$ cat config.mk
export PLATFORM = sky130hd
export DESIGN_NAME = btbp_mod
export DESIGN_NICKNAME = d
export VERILOG_FILES = /design/src/sv/btbp_mod.sv
export SDC_FILE = /design/constraint.sdc
export NUM_CORES = 1
export LEC_CHECK = 0
export BUFFER_PORTS_ARGS = -buffer_cell sky130_fd_sc_hd__buf_2
export CAP_MARGIN = 20
export CORE_AREA = 2 2 39 41
export CTS_CLUSTER_DIAMETER = 60
export DETAILED_ROUTE_END_ITERATION = 6
export DIE_AREA = 0 0 41 43
export PLACE_DENSITY = 0.73
export SETUP_SLACK_MARGIN = 0.2
export SYNTH_ARGS = -nofsm -noshare
export SYNTH_HDL_FRONTEND = slang
export SYNTH_SLANG_ARGS = --single-unit
$ cat constraint.sdc
create_clock -name clk_i -period 1.2 [get_ports clk_i]
set_clock_uncertainty 0.15 [all_clocks]
set_input_delay 0.06 -clock clk_i [delete_from_list [all_inputs] [get_ports clk_i]]
set_output_delay 0.06 -clock clk_i [all_outputs]
set_load 0.01 [all_outputs]
$ cat src/sv/btbp_mod.sv
// btbp_mod: remainder of a tag by the constant table depth, by reciprocal multiplication
`timescale 1ns / 1ps
module btbp_mod #(
  parameter int unsigned DEPTH = 32,
  parameter int unsigned IN_W  = 30,
  parameter int unsigned OUT_W = 5
) (
  input  logic             clk_i,
  input  logic             rst_ni,
  input  logic             start_i,
  input  logic [IN_W-1:0]  value_i,
  output logic             done_o,
  output logic [OUT_W-1:0] rem_o
);

  // quotient = (value * Recip) >> Shift is exact for every value below 2^IN_W
  localparam int unsigned Shift = IN_W + $clog2(DEPTH);
  localparam int unsigned MulW  = IN_W + 1;
  localparam int unsigned ProdW = IN_W + MulW;
  localparam logic [63:0] RecipW = ((64'd1 << Shift) + 64'(DEPTH) - 64'd1) / 64'(DEPTH);
  localparam logic [MulW-1:0] Recip = RecipW[MulW-1:0];

  logic             s1_q, s2_q, done_q;
  logic [IN_W-1:0]  val_q;
  logic [ProdW-1:0] prod_q;
  logic [OUT_W-1:0] rem_q;
  logic [IN_W-1:0]  quot;
  logic [IN_W-1:0]  rem_full;

  always_comb begin
    quot     = IN_W'(prod_q >> Shift);
    rem_full = val_q - IN_W'(quot * IN_W'(DEPTH));
  end

  always_ff @(posedge clk_i or negedge rst_ni) begin
    if (!rst_ni) begin
      s1_q   <= 1'b0;
      s2_q   <= 1'b0;
      done_q <= 1'b0;
    end else begin
      s1_q   <= start_i;
      s2_q   <= s1_q;
      done_q <= s2_q;
    end
  end

  // capture, multiply by the reciprocal, then subtract the quotient multiple
  always_ff @(posedge clk_i) begin
    if (start_i) begin
      val_q <= value_i;
    end
    if (s1_q) begin
      prod_q <= ProdW'(val_q) * ProdW'(Recip);
    end
    if (s2_q) begin
      rem_q <= rem_full[OUT_W-1:0];
    end
  end

  assign done_o = done_q;
  assign rem_o  = rem_q;

endmodule

### Word-level counts from Yosys, hierarchy flattened

Index checks and enable logic that the tools add are counted.

* flip-flop bits (word level): 13
* memory bits (read-only): 0
* memory bits (writable): 0
* memories: 0
* output and inout bits: 6
* bits in latches: 0

* $lt $le $gt $ge: 0
* div/mod/pow operators: 0
* mux-type cells: 0
* multiply operators: 0
* $add $sub $neg: 1
* reductions and logical operators: 0
* shift-type cells: 0
* bitwise operators: 0
* equal/unequal tests: 0

Operator list (count)
* 5-bit by 1-bit subtractor with 5-bit output (second input constant): 1

### Longest topological paths before layout

* word-level depth: 1
* mapped depth: 0
* mapped depth without buffers: 0

### Least setup slack after synthesis

Ideal clock, no wire load.

* path kind: register to register
* start point: register s2_q
* end point: register rem_q[0], in the netlist rem_o[0], enable pin
* stages on the path, launching flop included: 1
* period minus slack after synthesis: 0.866 ns
* required time: 0.736 ns
* library setup time: 0.314 ns
* path buffers: 0
* arrival time: 0.402 ns
* path slack: 0.334 ns
* path through: dfrtp_1

RTL lines
* start: declaration: line 23 `logic s1_q, s2_q, done_q;`
* start signal: assignment: line 42 `s2_q <= s1_q;`
* end signal: assignment: line 56 `rem_q <= rem_full[OUT_W-1:0];`
* end: declaration: line 26 `logic [OUT_W-1:0] rem_q;`

No word-level cell between the ends.

### Worst setup path in the final report

* start point: register rem_q[1], in the netlist rem_o[1]
* end point: output rem_o[1]

RTL lines
* end: declaration: line 13 `output logic [OUT_W-1:0] rem_o`

No word-level cell between the ends.

==> impl_results.md <==
* Syn Nets at 46
* Post CTS Setup Buffer Count at 0
* Core Area at 1384 um^2
* Via Count at 211
* Register area share after synthesis at 1.000
* Ports at 39
* Adder-Cell Fraction of Synth Area at 0
* Clk pwr share at 0.305
* H-tree depth at 1
* DR iter-0 viols at 0
* Area growth from synthesis to layout at 51.00%
* Mux cell area share after synthesis at 0
* Fmax at 1.013 GHz
* Flop pwr share at 0.631
* Vert. Die Dim at 43 um
* Library cells used by synthesis at 2
* Post-route ant nets at 0
* Slew @ Worst Pin at 0.2181 ns
* Nature of the critical path startpoint: flip-flop
* Final worst path period need at 0.9875 ns
* CP delay by family, top: flip-flops
* Buf+Inv Stages, Crit Path at 1
* Syn. warnings at 0
* Clock root buffer: clkbuf_4
* Max rail drop VDD at 0.5212 mV
* Gp weighted congestion at 0.6198
* Initial Util at 0.2712
* CP Max Fanout at 1
* Average size of a mapped cell at 28.87 um^2
* First-pass GRT wire length at 876 um
* PortBufs at 13
* Unrepaired setup endpoints after global routing: yes
* Power per cell area at 1483 nW/um^2
* Endpoints failing setup at 0
* Final Max Slew Viols at 0
* Syn Inst Count at 13
* Int Pwr at 0.0006816 W
* Max incr delay on CP at 0.37 ns
* P_sw at 0.0001592 W
* Status: completed
* FF+latch count, synth at 13
* Clk sinks at 13
* Clk slew on worst S/H paths at 0.07 ns
* Footprint of the multi-input gates at 0 um^2
* DRT Pass-1 Iters at 1
* Routed WL at 579 um
* Total negative slack at 0 ns
* Die Span X at 41 um
* Worst slew margin at 0.8546
* Final hold vios at 0
* Synth Area in Compound Gates at 0
* Final net count at 72
* Worst Setup Path Type: flip-flop to output pin
* Static leakage at 0.2324 nW
* Wire per inst at 10.72 um
* Die Area at 1763 um^2
* # DRC at 0
* Clk Latency, worst-skew pair at 0.27 ns
* Global-route usage over all layers at 0.08342
* Total CTS buffers at 3
* Gr ovfl total at 0
* Ant. Diodes at 0
* Netlist Area Pre-Place at 375.4 um^2
* Post-CTS resize count at 0
* CP endpoint kind: output pin
* Crit path cell chain: buf_2
* Vias in the first global route at 232
* Worst EP arrival at 0.78 ns
* Via density at 3.907
* Xor/xnor share of the synthesized area at 0
* Hold Crit Class: flip-flop to flip-flop
* Share of layout cells above drive strength 1 at 0.4211
* Net Sw Frac at 0.1894
* MaxCap Viol Count at 0
* Post-synthesis simple-gate area fraction at 0
* CTS tree: yes
* Crit-path slowest cell: edfxtp_1
* Final Cycle Share at 0.8229
* Antenna violations before repair at 0
* Longest Clk Path Bufs at 2
* Share of total power in combinational logic at 0.065
* Std-Cell Rows at 14
* Power Total at 0.0008408 W
* Pin count of the biggest net entering global routing at 8
* Req. time, crit path at 0.99 ns
* #MultiIn Comb at 0
## worst paths after layout
path                                from  endpoint  slack (ns)  cells past startpoint
worst max-delay path            rem_o[1]  rem_o[1]        0.21                      1
worst min-delay path                s1_q      s2_q        0.20                      0
worst max register to register      s2_q  rem_o[0]        0.29                      0
worst min register to register      s1_q      s2_q        0.20                      0
max in group asynchronous         rst_ni    done_o        0.24                      3
min in group asynchronous         rst_ni      s2_q        0.52                      3
## area by class of cell
type                    count  area (um^2)
flip-flops and latches     13        375.4
fillers                   124        817.0
well taps                  16        20.02
repair buffers             21        145.1
clock buffers               4        26.28
## placed cells by master, fill, tap and decap left out
cell            n
clkbuf_1        1
dfrtp_1         3
dlygate4sd3_1   8
buf_2          13
edfxtp_1       10
clkbuf_4        3
## power groups by stage
stage                     Clock (W)  Sequential (W)  Combinational [W]
after floorplan                   0        0.000545                  0
after global placement            0        0.000538          0.0000340
after detailed placement          0        0.000541          0.0000347
after CTS                  0.000271        0.000531          0.0000545
after global routing       0.000294        0.000534          0.0000599
final                      0.000256        0.000530          0.0000544
## per-layer routing
layer  part of all wire  GRT usage  vias to the layer above
met5                  0          0                        -
met4                  0     0.1000                        0
met3               0.10    0.01571                        0
met1               0.36    0.07343                       98
met2               0.53     0.1313                       14
li1                   -          -                       99
## timing repair
item,in CTS,in global routing
hold endpoints to repair,14,0
hold buffers,8,0
setup endpoints to repair,2,6
## cells in the mapped netlist
cell / count / share of area
edfxtp_1: 10 / 0.80
dfrtp_1: 3 / 0.20
## kinds of logic after synthesis
group       after synthesis
flip-flops               13
## per-stage QoR
step,instances,setup WS [ns],instance area [um^2],utilization,hold slack (ns)
4_1_cts,54,0.1965,566.8,0.4096,0.2046
6_report,54,0.2125,566.8,0.4096,0.2015
3_3_place_gp,42,0.3165,460.4,0.3327,-0.2910
3_5_place_dp,42,0.2911,460.4,0.3327,-0.2922
2_1_floorplan,13,0.3338,375.4,-,-0.3856
5_1_grt,54,0.1673,566.8,0.4096,0.2136
## flip-flops by register name (all words and copies together) (netlist names)
register,flops
val_q,5
rem_o,5
s2_q,1
s1_q,1
done_o,1
Note: power is estimated with default switching activity, not from simulation.
