File: src/sv/btbp_ram.sv
// btbp_ram: single-port-write, single-port-read synchronous memory
`timescale 1ns / 1ps
module btbp_ram #(
  parameter int unsigned WIDTH = 8,
  parameter int unsigned DEPTH = 32,
  parameter int unsigned AW    = 5
) (
  input  logic             clk_i,
  input  logic             rd_en_i,
  input  logic [AW-1:0]    rd_addr_i,
  output logic [WIDTH-1:0] rd_data_o,
  input  logic             wr_en_i,
  input  logic [AW-1:0]    wr_addr_i,
  input  logic [WIDTH-1:0] wr_data_i
);

  logic [WIDTH-1:0] mem [DEPTH];
  logic [WIDTH-1:0] rd_data_q;

  always_ff @(posedge clk_i) begin
    if (wr_en_i) begin
      mem[wr_addr_i] <= wr_data_i;
    end
  end

  always_ff @(posedge clk_i) begin
    if (rd_en_i) begin
      rd_data_q <= mem[rd_addr_i];
    end
  end

  assign rd_data_o = rd_data_q;

endmodule

File: config.mk
export PLATFORM = sky130hd
export DESIGN_NAME = btbp_ram
export DESIGN_NICKNAME = d
export VERILOG_FILES = /design/src/sv/btbp_ram.sv
export SDC_FILE = /design/constraint.sdc
export NUM_CORES = 1
export LEC_CHECK = 0
export ABC_AREA = 1
export BUFFER_PORTS_ARGS = -buffer_cell sky130_fd_sc_hd__buf_2
export CAP_MARGIN = 15
export CORE_AREA = 2 2 212 214
export DETAILED_ROUTE_END_ITERATION = 8
export DIE_AREA = 0 0 214 216
export MAX_ROUTING_LAYER = met4
export PLACE_DENSITY = 0.49
export SETUP_SLACK_MARGIN = 0.02
export SYNTH_ARGS = -nofsm -noshare
export SYNTH_HDL_FRONTEND = slang
export SYNTH_SLANG_ARGS = --single-unit
File: constraint.sdc
create_clock -name clk_i -period 1.21 [get_ports clk_i]
set_input_delay 0 -clock clk_i [delete_from_list [all_inputs] [get_ports clk_i]]
set_output_delay 0 -clock clk_i [all_outputs]
set_load 0.02 [all_outputs]
=== Word-level counts from Yosys, hierarchy flattened ===
Memory sizes are Yosys's and may differ from the RTL's. A register that Yosys moved wholly into a read port is not among the register bits.
Index checks and enable logic that the tools add are counted.

* Muxes and demuxes: 2

{| class="wikitable"
|+ Operator list
! operator !! count
|-
| 1-bit two-way mux || 2
|}

* Bits in registers: 0
* Memory bits (writable): 256
* Bits of input ports: 21
* Output and inout bits: 8
* Word-level logic and storage cells: 3
* Memories kept: 1

{| class="wikitable"
|+ Memory list
! memory !! words !! width !! read ports !! clocked after memory_dff !! write ports !! line !! text
|-
| mem || 32 || 8 || 1 || 1 || 1 || 17 || <nowiki>logic [WIDTH-1:0] mem [DEPTH];</nowiki>
|}

=== Longest topological paths before layout ===
Gate-level depths: netlist (run 1).

* Word-level depth: 2
* Gate-level depth with buffers: 11
* Gate-level depth less buffers: 9

=== Worst setup path after synthesis (run 1) ===
No wires, ideal clock.

* Kind: input port to flip-flop
* Start: input wr_addr_i[0]
* End: memory mem[0][0], enable pin
* Setup time: 0.370 ns
* Arrival: 0.664 ns
* Data required time: 0.840 ns
* Slack: 0.176 ns
* Cell stages on the path: 3
* Buffers on the path: 0
* Path through: inv_1 -> nand3_1 -> nor2_1

{| class="wikitable"
|+ RTL lines
! item !! line !! text
|-
| from (decl) || 13 || <nowiki>input logic [AW-1:0] wr_addr_i,</nowiki>
|-
| to (decl) || 17 ||
|}

No word-level cell before the write port.

=== Final worst setup path (run 1) ===
* Start: register rd_data_q[4] (netlist: rd_data_o[4]) (read register of mem)
* End: output rd_data_o[4]

{| class="wikitable"
|+ RTL lines
! item !! line !! text
|-
| from (decl) || 18 || <nowiki>logic [WIDTH-1:0] rd_data_q;</nowiki>
|-
| to (decl) || 11 || <nowiki>output logic [WIDTH-1:0] rd_data_o,</nowiki>
|}

No word-level cell between the ends.

==> impl_metrics.json, run 1 <==
{
  "worst_r2r_path_depth": 8,
  "hold_viol": 0,
  "cpLargestDelayFamily": "flip-flops",
  "r2r-end": "rd_data_o[4]",
  "wl_per_cell_microns": 17.73,
  "dr.pass1.iters": 5,
  "drc_errors": 0,
  "min_period_over_period_pct": 101.9,
  "die_w_microns": 214,
  "reg2reg_slack_ns": -0.02,
  "drive_gt1_share_pct": 24.37,
  "vias": 7142,
  "routed_wl_mm": 28.85,
  "path_buf_inv": 1,
  "ys_seq_area_share_pct": 72.95,
  "final_cell_mix": "327 x nand2_1, 264 x edfxtp_1, 128 x nand3_1",
  "cpMaxStageDelayCell": "edfxtp_1",
  "worst_pin_slew_ns": 0.8354,
  "clockRootBuffer": "clkbuf_16",
  "drv_cap": 0,
  "pwr-share-comb_pct": 7.8,
  "antenna_found_initial": 1,
  "status": "complete, but fails checks",
  "clock_sinks": 264,
  "hpwl_mm": 17.93,
  "yosysUniqueCellTypes": 11,
  "seqPwrFrac_pct": 50.3,
  "finClkSkew_ns": 0.01177,
  "grt-ovfl-total": 0,
  "reg2reg_from": "mem[8][4]",
  "synthCells": 922,
  "vias_per_cell": 4.390,
  "syn_area_sq_um": 10870,
  "arrival_ns": 1.23,
  "timing.final.ws_setup_ns": -0.02346,
  "setup_viol": 5,
  "slew_headroom_pct": 44.31,
  "design_area_sq_um": 13650,
  "swShare_pct": 22.60,
  "fp.coreArea_sq_um": 43840,
  "path_cells": "buf_6",
  "start_kind": "flip-flop",
  "io_pins": 29,
  "cts-buffers-inserted": 30,
  "power_density_nw_per_um2": 1494,
  "fin_crit_ns": 1.233,
  "crit_path_end_kind": "primary output",
  "row_count": 77,
  "p_sw_mw": 4.607,
  "synth-seq-cells": 264,
  "layout-area-overhead-vs-synth_pct": 25.57,
  "die_area_sq_um": 46220,
  "cts_tree": "done",
  "die_h_microns": 216,
  "clkTransAtPathRegs_ns": 0.06,
  "avgSynthCellArea_sq_um": 11.79,
  "min_path_type": "input port to flip-flop",
  "final_common_cell": "nand2_1",
  "hold_path_startpoint": "wr_addr_i[3]",
  "slew_viol_final": 0,
  "postRouteAntennaNets": 0,
  "min_to": "mem[28][6]",
  "critPathKind": "flip-flop to primary output",
  "initial_core_util_pct": 24.79,
  "worstPathMaxFanout": 1,
  "rsz0062_at_grt": "yes",
  "violations": "negative setup slack",
  "pwr-share-clk_pct": 41.9,
  "place_area_sq_um": 12130,
  "fin_nets": 1032,
  "worstPathRequired_ns": 1.21,
  "clock_path_buffers": 3,
  "clock.fmax_mhz": 810.7,
  "numPortBuffers": 28,
  "post_cts_buffers": 0,
  "grt_pass1_vias": 6961,
  "internal-power_mw": 15.78,
  "peakVddDrop_mv": 1.036,
  "grt_use_total_pct": 12.66,
  "fillers": 4439,
  "htreeDepth": 1,
  "clk_latency_ns": 0.54,
  "grt_first_pass_wirelength_mm": 43.34,
  "critical_path.max_stage_delay_ns": 0.50,
  "drtIter0Drc": 485,
  "gp_congestion": 0.8353,
  "dp_slack_ns": -0.1917,
  "p_leak_nw": 5.016,
  "syn-num-nets": 943,
  "holdPathStages": 3,
  "grt_max_degree": 70,
  "ys_warn_count": 0
}
[registers in the layout, summed over array words and instances, names as in the netlist]
name and flops:
mem 256, rd_data_o 8
[worst register-to-register path, delay by kind of cell, from the launching register on]
family / cells / cell delay, ns
flip-flops: 1 / 0.37
AND/OR/NAND/NOR: 8 / 0.61
[Yosys cell counts (all sizes together)]
cell      n  area [sq um]
nand2   360          1351
clkbuf    7         26.28
edfxtp  264          7928
buf      45         382.9
inv      10         37.54
nand3   204          1021
nor2     32         120.1
[worst max-delay path by stage]
| stage | depth (start not counted) | slack [ns] | endpoint | from |
|---|---|---|---|---|
| 5_1_grt | 8 | -0.08 | rd_data_o[5] | mem[23][5] |
| 3_3_place_gp | 11 | -0.18 | rd_data_o[7] | rd_addr_i[1] |
| 3_5_place_dp | 10 | -0.19 | rd_data_o[0] | rd_addr_i[0] |
| 2_1_floorplan | 3 | 0.18 | mem[0][0] | wr_addr_i[0] |
| 6_report | 1 | -0.02 | rd_data_o[4] | rd_data_o[4] |
| 4_1_cts | 1 | -0.03 | rd_data_o[2] | rd_data_o[2] |
[power groups by stage]
stage	clock network, mW	logic [mW]	registers (mW)
floorplan	0	0.733	10.5
global placement	0	1.42	10.4
detailed placement	0	1.43	10.4
CTS	8.70	1.52	10.3
global route	9.12	1.74	10.3
finish	8.54	1.59	10.3
[logic make-up after synthesis]
group         after synthesis  share of synthesized area, %
simple gates              596                         22.94
flops                     264                         72.95
buf+inv                    62                         4.111
[per-stage QoR]
step | hold slack, ns | util (%) | TNS (ns) | power (mW) | cells
6_report | 0.02771 | 31.13 | -0.06670 | 20.39 | 1627
5_1_grt | 0.03541 | 31.13 | -0.6380 | 21.12 | 1627
4_1_cts | 0.008596 | 30.43 | -0.1223 | 20.48 | 1626
3_5_place_dp | 0.3697 | 27.67 | -2.887 | 11.87 | 1563
3_3_place_gp | 0.3676 | 27.67 | -2.063 | 11.87 | 1563
2_1_floorplan | 0.09887 | - | 0 | 11.19 | 922
[per-layer routing]
| metal | GRT usage, % | part of all wire, % |
|---|---|---|
| met3 | 1.945 | 5.2 |
| met2 | 20.12 | 47 |
| met5 | - | 0 |
| met1 | 17.13 | 46 |
| met4 | 2.751 | 1.9 |
[repair_timing]
item                       4_1_cts  5_1_grt
cloned                           0        0
hold buffers                     8        0
setup endpoints to repair       13       14
gates resized for setup         50       71
hold endpoints to repair       125        0
pin swaps                       35       40
[layout make-up]
class	count	area [sq um]	share of cell area, %
sequential	264	7928	58.10
multi-input combinational	596	2955	21.66
timing repair buffer	109	1046	7.665
clock buffer	35	790.8	5.795
tap	592	740.7	5.428
clock inverter	20	142.6	1.045
inverter	10	40.04	0.2934
antenna	1	2.502	0.01834
Power figures use the tool's default switching activity.
==> inputs of run 2 (changes only) <==
--- a/config.mk
+++ b/config.mk
@@ -9,7 +9,7 @@
 export BUFFER_PORTS_ARGS = -buffer_cell sky130_fd_sc_hd__buf_2
 export CAP_MARGIN = 15
-export CORE_AREA = 2 2 212 214
+export CORE_AREA = 2 2 151 300
 export DETAILED_ROUTE_END_ITERATION = 8
-export DIE_AREA = 0 0 214 216
+export DIE_AREA = 0 0 153 302
 export MAX_ROUTING_LAYER = met4
 export PLACE_DENSITY = 0.49
==> constraint.sdc (replaced) <==
create_clock -name clk_i -period 1.21 [get_ports clk_i]
set_input_delay 0.121 -clock clk_i [delete_from_list [all_inputs] [get_ports clk_i]]
set_output_delay 0.121 -clock clk_i [all_outputs]
set_load 0.02 [all_outputs]
==> impl_metrics.json, run 2 (synthesized netlist as in run 1, its figures left out) <==
{
  "reg2reg_from": "mem[19][2]",
  "arrival_ns": 1.56,
  "reg2reg_slack_ns": -0.06,
  "diodes": 0,
  "hold_viol": 0,
  "vias_per_cell": 4.479,
  "fin_nets": 1012,
  "worst_r2r_path_depth": 8,
  "numPortBuffers": 28,
  "final_common_cell": "nand2_1",
  "peakVddDrop_mv": 0.7464,
  "holdPathStages": 5,
  "setup_viol": 11,
  "hold_path_startpoint": "rd_addr_i[3]",
  "hold_slack_ns": 0.1616,
  "place_area_sq_um": 11930,
  "power_density_nw_per_um2": 1469,
  "drive_gt1_share_pct": 20.46,
  "die_area_sq_um": 46210,
  "grt_max_degree": 116,
  "rsz0062_at_grt": "yes",
  "wl_per_cell_microns": 19.21,
  "worstPathMaxFanout": 1,
  "largest_reg_flops": 256,
  "clock.fmax_mhz": 785.4,
  "antenna_found_initial": 0,
  "p_total_mw": 19.25,
  "hpwl_mm": 19.20,
  "fp.coreArea_sq_um": 44050,
  "finClkSkew_ns": 0.01326,
  "status": "complete, but fails checks",
  "clk_latency_ns": 0.53,
  "gp_congestion": 0.8741,
  "crit_path_end_kind": "flip-flop",
  "critPathKind": "flip-flop to flip-flop",
  "initial_core_util_pct": 24.67,
  "min_path_type": "input port to flip-flop",
  "drc_errors": 0,
  "slew_headroom_pct": 45.35,
  "worstPathRequired_ns": 1.50,
  "largest-register": "mem",
  "grt-ovfl-total": 0,
  "min_to": "rd_data_o[7]",
  "grt_use_total_pct": 13.35,
  "postRouteAntennaNets": 0,
  "slew_viol_final": 0,
  "design_area_sq_um": 13100,
  "worst_pin_slew_ns": 0.8197,
  "cts-buffers-inserted": 23,
  "cts_tree": "done",
  "r2r-end": "rd_data_o[2]",
  "row_count": 109,
  "io_pins": 29,
  "drtIter0Drc": 524,
  "htreeDepth": 1,
  "violations": "negative setup slack",
  "p_leak_nw": 4.787,
  "grt_pass1_vias": 7249,
  "vias": 6996,
  "fin_util_pct": 29.75,
  "die_w_microns": 153,
  "min_period_over_period_pct": 105.2,
  "clockRootBuffer": "clkbuf_16",
  "start_kind": "flip-flop",
  "grt_first_pass_wirelength_mm": 44.83,
  "final_cell_mix": "332 x nand2_1, 264 x edfxtp_1, 156 x nand3_1",
  "dr.pass1.iters": 5,
  "clock_path_buffers": 3,
  "clock_sinks": 264,
  "layout-area-overhead-vs-synth_pct": 20.59,
  "die_h_microns": 302,
  "routed_wl_mm": 30.01,
  "drv_cap": 0,
  "timing.final.ws_setup_ns": -0.06323,
  "fin_crit_ns": 1.273,
  "clkTransAtPathRegs_ns": 0.07
}
## run 2: what timing repair did
| item | in CTS | in global routing |
|---|---|---|
| hold buffers | 2 | 0 |
| buffers inserted | 0 | 0 |
| setup endpoints to repair | 16 | 16 |
| hold endpoints to repair | 9 | 0 |
| resized for setup | 85 | 14 |
| pin swaps | 32 | 12 |
## run 2: critical path, cell delays in order, from the launching register on
cell	delay [ns]
edfxtp_1	0.36
nand2_1	0.09
nand3_2	0.13
nand3_2	0.11
nand2_2	0.07
nand2_1	0.07
nand2_1	0.07
nand2_2	0.08
nand2_2	0.05
## run 2: worst max path at each step
| stage | from | endpoint | slack, ns | depth (start not counted) |
|---|---|---|---|---|
| global route | mem[19][4] | rd_data_o[4] | -0.17 | 8 |
| CTS | rd_data_o[5] | rd_data_o[5] | -0.1 | 1 |
| finish | mem[19][2] | rd_data_o[2] | -0.06 | 8 |
| floorplan | wr_addr_i[0] | mem[0][0] | 0.05 | 3 |
| detailed placement | rd_addr_i[0] | rd_data_o[2] | -0.52 | 10 |
| global placement | rd_addr_i[0] | rd_data_o[2] | -0.51 | 11 |
## run 2: per-layer routing
layer	global-route usage, %	up-vias	share of wire [%]
met4	6.327	0	4.3
met2	25.89	148	57
li1	-	3334	-
met3	1.060	60	3.0
met1	13.35	3454	36
met5	-	-	0
## run 2: layout make-up
type	count	area [sq um]
Timing Repair Buffer	96	845.8
Multi-Input combinational cell	596	2848
Inverter	10	38.79
Tap cell	555	694.4
Fill cell	4432	30950
Sequential cell	264	7928
Clock inverter	15	162.7
Clock buffer	26	586.8
## run 2: metrics by stage
stage               setup slack [ns]  std cells  setup TNS, ns
finish                      -0.06323       1562        -0.3552
detailed placement           -0.5194       1519         -14.63
floorplan                    0.05497        922              0
global placement             -0.5065       1519         -12.39
global route                 -0.1726       1562         -1.328
CTS                         -0.09692       1562        -0.6486
## run 2: where the power goes
part           internal, mW  leakage (nW)  switching [mW]
clock                  4.16         0.367            3.34
combinational         0.464          2.03            1.05
sequential             10.2          2.39          0.0423
total                  14.8          4.79            4.43
==> inputs of run 3 (changes only) <==
- SKIP_CTS_REPAIR_TIMING: not set -> 1
- clock period: 1.21 -> 1.5 ns (I/O delays scaled with it)
==> impl_metrics.json, run 3 (synthesized netlist as in run 1, its figures left out) <==
{
  "status": "finished clean",
  "p_leak_nw": 4.698,
  "drc_errors": 0,
  "grt-ovfl-total": 0,
  "routed_wl_mm": 29.36,
  "setup_viol": 0,
  "final_cell_mix": "360 x nand2_1, 264 x edfxtp_1, 204 x nand3_1",
  "row_count": 109,
  "clkTransAtPathRegs_ns": 0.07,
  "slew_viol_final": 0,
  "antenna_found_initial": 0,
  "dp_slack_ns": -0.2346,
  "initial_core_util_pct": 24.67,
  "cts-buffers-inserted": 22,
  "worst_r2r_path_depth": 8,
  "min_period_over_period_pct": 93.45,
  "worstPathMaxFanout": 1,
  "layout-area-overhead-vs-synth_pct": 17.72,
  "slew_headroom_pct": 65.33,
  "critPathKind": "flip-flop to flip-flop",
  "largest-register": "mem",
  "worst_pin_slew_ns": 0.5201,
  "postRouteAntennaNets": 0,
  "largest_reg_flops": 256,
  "finalSetupTns_ns": 0,
  "gp_congestion": 0.8146,
  "min_to": "mem[29][6]",
  "drv_cap": 0,
  "wl_per_cell_microns": 18.72,
  "die_area_sq_um": 46210,
  "start_kind": "flip-flop",
  "reg2reg_slack_ns": 0.1,
  "die_h_microns": 302,
  "peakVddDrop_mv": 0.6235,
  "clock_sinks": 264,
  "grt_pass1_vias": 7168,
  "cpLargestDelayFamily": "simple AND/OR/NAND/NOR gates",
  "finClkSkew_ns": 0.009209,
  "reg2reg_from": "mem[17][2]",
  "power_density_nw_per_um2": 1198,
  "clk_latency_ns": 0.52,
  "r2r-end": "rd_data_o[2]",
  "grt_use_total_pct": 13.07,
  "clock_path_buffers": 3,
  "clockRootBuffer": "clkbuf_16",
  "vias": 6898,
  "hold_path_startpoint": "wr_data_i[6]",
  "fin_nets": 1019,
  "io_pins": 29,
  "fin_crit_ns": 1.402,
  "grt_first_pass_wirelength_mm": 43.91,
  "arrival_ns": 1.68,
  "holdPathStages": 2,
  "fp.coreArea_sq_um": 44050,
  "drive_gt1_share_pct": 13.13,
  "path_cells": "nand2_1 -> nand3_1 -> nand3_1 -> nand2_1 -> nand2_1 -> nand2_1 -> nand2_1 -> nand2_1",
  "grt_max_degree": 112,
  "numPortBuffers": 28,
  "critical_path.max_stage_delay_ns": 0.35,
  "cp_common_cell": "nand2_1",
  "cts_tree": "done",
  "worstPathRequired_ns": 1.78,
  "crit_path_end_kind": "flip-flop",
  "min_path_type": "input port to flip-flop",
  "rsz0062_at_grt": "no",
  "diodes": 0,
  "hpwl_mm": 19.20,
  "die_w_microns": 153,
  "final_common_cell": "nand2_1",
  "cpMaxStageDelayCell": "edfxtp_1",
  "dr.pass1.iters": 4,
  "timing.final.ws_setup_ns": 0.09821,
  "drtIter0Drc": 393,
  "clock.fmax_mhz": 713.4,
  "vias_per_cell": 4.399,
  "hold_viol": 0,
  "path_buf_inv": 0,
  "htreeDepth": 1
}
run 3: cell types whose count changed in the layout (fill, tap and decap cells not counted), moves of 3 or more:
cell / delta
nand3_1: +48
nand3_2: -44
nand2_1: +28
nand2_2: -25
buf_2: +8
buf_6: -8
buf_12: +5
clkinv_2: -5
buf_4: +4
nand3_4: -4
nand2_4: -3
run 3: where the power goes:
group          switching, mW  internal [mW]
clock                   2.61           3.32
sequential            0.0312           8.22
combinational          0.786          0.354
total                   3.42           11.9
run 3: how the worst max path moves through the flow:
| stage | cells past startpoint | to | slack (ns) | startpoint |
|---|---|---|---|---|
| floorplan | 3 | mem[0][0] | 0.32 | wr_addr_i[0] |
| global placement | 11 | rd_data_o[1] | -0.22 | rd_addr_i[0] |
| detailed placement | 10 | rd_data_o[2] | -0.23 | rd_addr_i[0] |
| CTS | 8 | rd_data_o[2] | 0.08 | mem[17][2] |
| global route | 8 | rd_data_o[2] | 0.03 | mem[16][2] |
| finish | 8 | rd_data_o[2] | 0.1 | mem[17][2] |
run 3: area by class of cell:
type | count | area (sq um)
clock inverter | 11 | 128.9
timing repair buffer | 104 | 915.9
fill | 4477 | 31260
clock buffer | 28 | 594.3
multi-input combinational | 596 | 2492
inverter | 10 | 38.79
tap | 555 | 694.4
sequential | 264 | 7928
run 3: metrics by stage:
step	hold WS (ns)	instances	power, mW	util [%]	cell area [sq um]
after floorplan	0.2489	922	9.025	-	10870
after global placement	0.5210	1528	9.583	27.38	12060
after detailed placement	0.5219	1528	9.584	27.38	12060
after CTS	-0.03273	1567	15.49	29.02	12780
after global routing	0.07603	1568	15.82	29.04	12790
final	0.06938	1568	15.32	29.04	12790
run 3: metal layers:
| metal | up-vias | global-route usage [%] | share of wire (%) |
|---|---|---|---|
| li1 | 3349 | - | - |
| met1 | 3374 | 12.59 | 36 |
| met2 | 117 | 25.81 | 57 |
| met3 | 58 | 1.046 | 2.2 |
| met4 | 0 | 6.459 | 4.5 |
| met5 | - | - | 0 |
